==> config.mk <==
export PLATFORM = sky130hd
export DESIGN_NAME = bffa_cell
export DESIGN_NICKNAME = d
export VERILOG_FILES = /design/src/hw/rtl/bffa_pkg.sv /design/src/hw/rtl/bffa_cell.sv
export SDC_FILE = /design/constraint.sdc
export NUM_CORES = 1
export LEC_CHECK = 0
export BUFFER_PORTS_ARGS = -buffer_cell sky130_fd_sc_hd__buf_4
export CELL_PAD_IN_SITES_DETAIL_PLACEMENT = 2
export CELL_PAD_IN_SITES_GLOBAL_PLACEMENT = 2
export CORE_UTILIZATION = 40
export CTS_BUF_LIST = sky130_fd_sc_hd__clkbuf_8
export DETAILED_ROUTE_END_ITERATION = 16
export PLACE_DENSITY = 0.89
export SLEW_MARGIN = 5
export SYNTH_ARGS = -nofsm -noshare
export SYNTH_HDL_FRONTEND = slang
export SYNTH_SLANG_ARGS = --single-unit
export TNS_END_PERCENT = 50
==> constraint.sdc <==
create_clock -name clk_i -period 22.4 [get_ports clk_i]
set_input_delay 3.36 -clock clk_i [delete_from_list [all_inputs] [get_ports clk_i]]
set_output_delay 3.36 -clock clk_i [all_outputs]
set_load 0.05 [all_outputs]
==> src/hw/rtl/bffa_pkg.sv <==
package bffa_pkg;

  localparam int GRANULES = 1024;
  localparam int CELL_W   = 8;
  localparam int CELLS    = GRANULES / CELL_W;
  localparam int GW       = $clog2(GRANULES);
  localparam int CW       = $clog2(CELLS);
  localparam int CNT_W    = GW + 1;
  localparam int POS_W    = CNT_W + 1;
  localparam int ADDR_W   = 13;
  localparam int REQ_W    = 16;
  localparam int NEED_W   = REQ_W - 1;
  localparam logic [ADDR_W-1:0] RegionReset = ADDR_W'(4096);

  typedef struct packed {
    logic              mode;
    logic [REQ_W-1:0]  request_bytes;
    logic [ADDR_W-1:0] block_address;
  } req_t;

  typedef struct packed {
    logic              failed;
    logic [ADDR_W-1:0] granted_address;
  } rsp_t;

  // scan token passed from cell to cell
  typedef struct packed {
    logic             valid;
    logic             found;
    logic [CNT_W-1:0] cnt;
    logic [GW-1:0]    start;
  } token_t;

  // range write broadcast to every cell: granules in [lo, hi) take set
  typedef struct packed {
    logic             en;
    logic             set;
    logic [POS_W-1:0] lo;
    logic [POS_W-1:0] hi;
  } upd_t;

  typedef enum logic [1:0] {
    ST_IDLE,
    ST_SCAN,
    ST_FREE
  } state_e;

  localparam logic MODE_ALLOC = 1'b0;
  localparam logic MODE_FREE  = 1'b1;

endpackage

==> src/hw/rtl/bffa_cell.sv <==
module bffa_cell
  import bffa_pkg::*;
(
  input  logic             clk_i,
  input  logic             rst_ni,
  input  logic [CW-1:0]    index_i,
  input  logic [CNT_W-1:0] need_i,
  input  token_t           tok_i,
  output token_t           tok_o,
  input  upd_t             upd_i
);

  logic [CELL_W-1:0] bits_q, bits_d;
  token_t            tok_q, tok_d;

  always_comb begin
    logic [GW-1:0] g;
    tok_d = tok_i;
    for (int j = 0; j < CELL_W; j++) begin
      g = {index_i, ($clog2(CELL_W))'(j)};
      if (bits_q[j]) begin
        tok_d.cnt = '0;
      end else begin
        tok_d.cnt = tok_d.cnt + CNT_W'(1);
      end
      if (!tok_d.found && (tok_d.cnt >= need_i)) begin
        tok_d.found = 1'b1;
        tok_d.start = GW'({1'b0, g} + CNT_W'(1) - tok_d.cnt);
      end
    end
  end

  always_comb begin
    logic [POS_W-1:0] gp;
    bits_d = bits_q;
    for (int j = 0; j < CELL_W; j++) begin
      gp = POS_W'({index_i, ($clog2(CELL_W))'(j)});
      if (upd_i.en && (gp >= upd_i.lo) && (gp < upd_i.hi)) begin
        bits_d[j] = upd_i.set;
      end
    end
  end

  always_ff @(posedge clk_i or negedge rst_ni) begin
    if (!rst_ni) begin
      bits_q    <= '0;
      tok_q     <= '0;
    end else begin
      bits_q    <= bits_d;
      tok_q     <= tok_d;
    end
  end

  assign tok_o = tok_q;

endmodule

== Word-level counts from Yosys, hierarchy flattened ==
Index checks and enable logic that the tools add are counted.

* Add/subtract/negate cells: 24
* Multipliers: 0
* Div/mod/pow operators: 0
* Order comparisons: 24
* Equality and inequality tests: 0
* Shift operators: 0
* Multiplexer cells: 24
* Bitwise gates (word level): 0
* Reduce and logical (&&, ||, !) cells: 32

{| class="wikitable"
|+ Operator list
! operator !! number
|-
| $ge A10 B12 Y1 || 8
|-
| $lt A10 B12 Y1 || 8
|-
| $add A11 B1 Y11 const B || 8
|-
| $ge A11 B11 Y1 || 8
|-
| $mux W11 || 8
|-
| $add A10 B1 Y10 const B || 8
|-
| $mux W10 || 8
|-
| $sub A10 B10 Y10 || 8
|-
| $logic_and A1 B1 Y1 || 24
|-
| $logic_not A1 Y1 || 8
|-
| $mux W1 || 8
|}

* Flip-flop bits (word level): 31
* Bits in latches: 0
* Memory bits (writable): 0
* ROM bits: 0
* Output and inout port bits: 23
* Word-level logic and storage cells: 116
* Memories kept: 0

== Longest topological paths before layout ==
Gate-level depths: netlist of run 1.

* Depth after elaboration: 26
* Depth in mapped cells: 37
* Gate-level depth less buffers: 33

== Worst setup path after synthesis of run 1 ==
OpenSTA, ideal clock, no wires.

* Kind: input -> register
* Start: input tok_i[10] in the netlist's numbering
* End: register tok_q, in the netlist tok_o[9]
* Data arrival time: 9,822 ps
* Data required time: 22,320 ps
* Setup slack: 12,498 ps
* Stages on the path: 32
* Path buffers: 3
* Cell sequence: ha_1 nand2b_1 inv_1 ha_1 clkbuf_1 nand3_1 o21ai_0 a211o_1 mux2i_1 and3_1 clkbuf_1 ha_1 nand2_1 a31o_2 nand2_1 nand2_1 xnor2_1 or3_1 nor4_1 nand2_1 a21oi_1 xnor2_1 nor3_1 ha_1 nand4_1 nor3_1 a2111oi_0 nand2b_1 clkbuf_1 nor3_1 mux4_2 nor3_2

{| class="wikitable"
|+ RTL lines
! item !! RTL line !! RTL
|-
| start, declared || bffa_cell.sv:8 || <nowiki>input token_t tok_i,</nowiki>
|-
| end signal, assigned || bffa_cell.sv:50 || <nowiki>tok_q <= tok_d;</nowiki>
|-
| end, declared || bffa_cell.sv:14 || <nowiki>token_t tok_q, tok_d;</nowiki>
|}

==> results.yml, run 1 <==
status:
  status: "finished clean"
synthesis:
  synthArstFlopShare_pct: 100
  yosysUniqueCellTypes: 98
  synth_edf_count: 0
  ys_ff_latch: 31
  avgSynthCellArea_um2: 7.67
  synth_fp_nets: 1397
  netlist_instances: 1158
  ys_seq_area_share_pct: 8.74
  syn_area_mm2: 0.00888
  synth_warnings: 0
  synth_flop_cell: "dfrtp_1"
timing:
  setup_viol: 0
  relSlewSlack_pct: 33.3
  worst_pin_slew_ns: 0.997
  rsz0062_at_grt: "false"
  worst_slack_ns: 10.72
  fin_crit_ns: 11.68
  finalHoldViolCount: 0
  fmax_ghz: 0.0856
  setup_tns_ns: 0
  finalMaxSlewViolations: 0
  clock-skew-final_ns: 0.00766
  min_period_over_period_pct: 52.1
setup_path:
  slowest_delay_ns: 0.60
  critical_path_required_ns: 22.63
  cp_slowest_cell: "a2111oi_4"
  worstPathArrival_ns: 11.91
  critPathMaxFanout: 12
  cpMostUsedCell: "o21a_1"
  cp-start-kind: "input pin"
  setup.worst_path.class: "in -> reg"
  end_kind: "flip-flop"
pwr:
  pwr-share-comb_pct: 79.9
  p_clk_share_pct: 6.0
  vdd_drop_max_uv: 23.5
  internal-power_uw: 308
  p_leak_nw: 4.76
  swShare_pct: 59.3
  p_seq_share_pct: 14.0
  p_sw_uw: 449
  pwr_density_cell_mw_per_mm2: 76.5
clock_network:
  postCtsHoldBufs: 0
  path_clk_slew_ns: 0.07
  postCtsSetupBuffers: 0
  root_buffer: "clkbuf_8"
  cts_buffer_depth: 2
  clock_latency_ns: 0.31
  cts_buffers: 5
  cts_resized: 0
  cts_tree: "built"
  h-tree-depth: 2
  numClockSinks: 31
global_route:
  grt_pass1_vias: 10400
  grt_max_degree: 32
  grt_first_pass_wirelength_mm: 61.5
  overflow: 0
  antenna_found_initial: 0
  grt_util_all_layers_pct: 36.0
route:
  drt_wl_total_mm: 40.4
  detail_route.iter0.violations: 652
  route.detailed.drc: 0
  dr.pass1.iters: 5
  antenna_left: 0
  wl_per_cell_um: 26.8
  viasPerCell: 6.37
  num_vias: 9613
place:
  pre_cts_slack_ns: 10.63
  numPortBuffers: 91
  numPlacedInstances: 1500
  place_hpwl_mm: 31.9
  gp_congestion: 0.921
hold_path:
  hp-class: "reg -> reg"
floorplan:
  die_y_um: 151
  fp-row-count: 54
  die-area_mm2: 0.0228
  initial_core_util_pct: 40.7
  core_area_mm2: 0.0218
  ios: 92
  die_w_um: 151
cells_and_area:
  stdcell_count: 1508
  nNetsFinal: 1466
  n_antenna_cell: 0
  fill_cells: 2538
  area_delta_synth_final_pct: 11.4
  layout-drive-gt1-share_pct: 13.9
flow_run:
  drv_cap: 0
==> metal layers <==
metal	up-vias	GRT usage, %	wire, um
met2	351	61.3	19300
met4	2	13.0	1300
met1	4841	45.5	17400
met3	105	5.60	2390
li1	4314	-	-
met5	-	2.27	68
==> cells in the mapped netlist, types with 4 or more instances <==
master    count  area (um2)
nor2b_1      25         156
nand3_1      26         130
o21a_1       33         248
a21oi_1      60         300
clkbuf_1     26        97.6
nor3_1       31         155
nand2b_1     22         138
nor4_1       12        75.1
a21o_1       35         263
a31oi_1      10        62.6
nor2_1       98         368
nand4_1      16         100
o22ai_1       7        43.8
a211oi_1     10        75.1
a21oi_2       4        35.0
mux2i_1      22         220
xnor2_1      62         543
nand3b_1      4        30.0
nand2_1      71         267
or3_1         9        56.3
buf_2         5        25.0
o211ai_1     13        97.6
and2_1       12        75.1
inv_1       100         375
o21bai_1      8        60.1
xor2_1       25         219
or2_2        11        68.8
ha_1        168        2100
inv_2         4        15.0
dfrtp_1      31         776
o21ai_0      61         305
and4_1        7        61.3
mux2_2        8        90.1
a211o_1       5        43.8
and3_1       14        87.6
==> critical path: cells and delay by family <==
family	cells	cell delay [ns]
and+or+nand+nor	9	2.74
muxes	3	0.94
adders and majority gates	3	1.04
xor gates and xnor gates	3	0.50
buffers and inverters	4	0.70
AOI/OAI and AO/OA	10	2.62
==> power groups by stage <==
stage	logic [mW]	clock network (mW)	registers [mW]
final	0.605	0.0458	0.106
after global routing	0.643	0.0479	0.108
after CTS	0.592	0.0459	0.104
after detailed placement	0.579	0	0.104
after global placement	0.544	0	0.102
after floorplan	0.365	0	0.122
==> per-stage QoR <==
stage                     hold WS (ns)  total power, mW  cell area, um2  utilization [%]
after floorplan                  0.630            0.486            8880                -
after global placement           0.775            0.646            9810             45.0
after detailed placement         0.790            0.683            9810             45.0
after CTS                        0.802            0.742            9890             45.3
after global routing             0.831            0.798            9890             45.3
final                            0.842            0.757            9890             45.3
==> path summary, 6_finish.rpt <==
check | slack, ns | startpoint | depth (start not counted) | endpoint
worst max-delay path | 10.72 | tok_i[10] | 32 | tok_o[9]
worst min-delay path | 0.84 | bits_q[1] | 1 | bits_q[1]
worst max register to register | 13.14 | bits_q[0] | 30 | tok_o[9]
worst min register to register | 0.84 | bits_q[1] | 1 | bits_q[1]
max in group asynchronous | 19.10 | rst_ni | 1 | bits_q[1]
min in group asynchronous | 2.99 | rst_ni | 1 | tok_o[8]
==> final cells by class <==
type | count | area, um2 | area share (%)
clock buffer | 5 | 68.8 | 0.695
inverter | 107 | 404 | 4.08
clock inverter | 3 | 12.5 | 0.126
tap | 280 | 350 | 3.54
timing repair buffer | 95 | 713 | 7.21
sequential | 31 | 776 | 7.84
multi-input combinational | 987 | 7570 | 76.5
==> layout by cell type (no fill, tap or decap), types with 7 or more instances in the layout <==
cell type / count
nor2b_1: 25
nor4_1: 12
buf_4: 95
nand2_1: 71
o21bai_1: 8
a21o_1: 35
or3_1: 9
nand2b_1: 22
a21oi_1: 60
o21a_1: 33
mux2_2: 8
nand3_1: 26
nor2_1: 98
nand4_1: 16
or2_2: 11
o211ai_1: 13
o22ai_1: 7
mux2i_1: 22
xnor2_1: 62
a31oi_1: 10
nor3_1: 31
and3_1: 14
and4_1: 7
a211oi_1: 10
inv_1: 102
xor2_1: 25
o21ai_0: 61
ha_1: 168
and2_1: 12
dfrtp_1: 31
==> sequential cells by signal, indices dropped and copies added (netlist names) <==
name	cells
bits_q	8
tok_o	23
==> cell families after synthesis <==
family / share of synthesized area [%]
AND/OR/NAND/NOR: 22.7
AO/OA/AOI/OAI: 24.2
adder cells (fa/ha/maj): 24.1
buffers and inverters: 6.02
XOR/XNOR: 9.44
multiplexers: 4.80
flip-flops: 8.74
(Power assumes the default switching activity.)
==> run 2, diff against run 1 <==
- CORE_UTILIZATION: 40 -> 33
- PLACE_DENSITY: 0.89 -> 0.79
- clock period: 22.4 -> 10.7 ns (I/O delays scaled with it)
==> run 2 against run 1 <==
The flow now finishes with violations (design-rule violations). Die area grew 21%. Design area increased by 0.80%. Final cell count up 3.7%. Sequential share of layout area down 0.062 points. Critical endpoint unchanged. Largest cell class unchanged.
==> results.yml, run 2 (synthesis results as in run 1) <==
status:
  status: "complete, but fails checks"
  violations: "design-rule violations"
route:
  viasPerCell: 5.86
  drt_wl_total_mm: 37.2
  num_vias: 9172
  dr.pass1.iters: 11
  wl_per_cell_um: 23.8
  detail_route.iter0.violations: 431
  route.detailed.drc: 6
  antenna_left: 0
clock_network:
  clock_latency_ns: 0.31
  cts_buffers: 5
  root_buffer: "clkbuf_8"
  cts_resized: 0
  path_clk_slew_ns: 0.08
  postCtsSetupBuffers: 0
  cts_tree: "built"
  postCtsHoldBufs: 0
  h-tree-depth: 2
  numClockSinks: 31
  cts_buffer_depth: 2
setup_path:
  slowest_delay_ns: 0.67
  end_kind: "flip-flop"
  critical_path_required_ns: 10.94
  cp-start-kind: "input pin"
  cp_slowest_cell: "a2111oi_0"
  critPathMaxFanout: 12
  setup.worst_path.class: "in -> reg"
  worstPathArrival_ns: 9.83
timing:
  fin_crit_ns: 9.60
  setup_viol: 0
  finalHoldViolCount: 0
  fmax_ghz: 0.104
  min_period_over_period_pct: 89.7
  setup_tns_ns: 0
  relSlewSlack_pct: 34.4
  worst_slack_ns: 1.10
  finalMaxSlewViolations: 0
  rsz0062_at_grt: "false"
  worst_pin_slew_ns: 0.980
  clock-skew-final_ns: 0.00849
cells_and_area:
  n_antenna_cell: 0
  largest_register_ffs: 23
  layout-drive-gt1-share_pct: 14.2
  area_delta_synth_final_pct: 12.3
  stdcell_count: 1564
  layout_commonest_cell: "ha_1"
  nNetsFinal: 1467
  most-common-layout-cells: "ha_1 (168), inv_1 (100), nor2_1 (98)"
place:
  numPortBuffers: 91
  pre_cts_slack_ns: 0.966
  numPlacedInstances: 1556
  gp_congestion: 0.926
  place_hpwl_mm: 31.1
floorplan:
  ios: 92
  die-area_mm2: 0.0276
  fp-row-count: 59
  die_y_um: 166
  initial_core_util_pct: 33.9
  die_w_um: 166
  core_area_mm2: 0.0262
global_route:
  grt_first_pass_wirelength_mm: 57.4
  grt_util_all_layers_pct: 27.0
  overflow: 0
  antenna_found_initial: 0
  grt_pass1_vias: 9809
  grt_max_degree: 32
pwr:
  pwr_density_cell_mw_per_mm2: 154
  p_leak_nw: 4.76
  vdd_drop_max_uv: 70.2
flow_run:
  drv_cap: 0
hold_path:
  hp-class: "reg -> reg"
==> run 2: stage by stage <==
stage                     hold slack, ns  instance area [um2]  util [%]  total power, mW
final                              0.727                 9970      38.1             1.54
after floorplan                    0.630                 8880         -             1.02
after CTS                          0.708                 9970      38.1             1.53
after global placement             0.649                 9890      37.7             1.37
after detailed placement           0.690                 9890      37.7             1.42
after global routing               0.732                 9970      38.1             1.65
==> run 2: layer usage <==
metal / vias to the layer above / GRT usage (%) / routed length (um)
li1: 4324 / - / -
met1: 4614 / 37.2 / 17800
met5: - / 0 / 0
met4: 0 / 5.89 / 691
met3: 37 / 2.34 / 1380
met2: 197 / 45.4 / 17300
==> run 2: critical path: cells and delay by family <==
kind	cells	cell delay, ns
AND/OR/NAND/NOR	15	3.43
AO/OA/AOI/OAI	5	1.82
adder cells (fa/ha/maj)	4	1.34
multiplexers	2	0.82
buffers and inverters	3	0.51
XOR/XNOR	2	0.29
==> run 2: cell type report <==
class | instances | area (um2)
Tap cell | 335 | 419
Fill cell | 3071 | 16200
Clock buffer | 5 | 68.8
Sequential cell | 31 | 776
Timing Repair Buffer | 96 | 721
Clock inverter | 3 | 15.0
Multi-Input combinational cell | 987 | 7570
Inverter | 107 | 404
==> run 2: power by group <==
part / internal [mW] / switching [mW]
Combinational: 0.448 / 0.783
Sequential: 0.150 / 0.0591
Clock: 0.0446 / 0.0558
==> run 2: path summary, 6_finish.rpt <==
check | from | end | slack [ns] | cells past startpoint
min | bits_q[1] | bits_q[1] | 0.73 | 1
min reg2reg | bits_q[1] | bits_q[1] | 0.73 | 1
max reg2reg | bits_q[0] | tok_o[9] | 2.21 | 29
max in group asynchronous | rst_ni | bits_q[1] | 9.12 | 1
max | tok_i[10] | tok_o[9] | 1.10 | 31
min in group asynchronous | rst_ni | tok_o[22] | 1.23 | 1
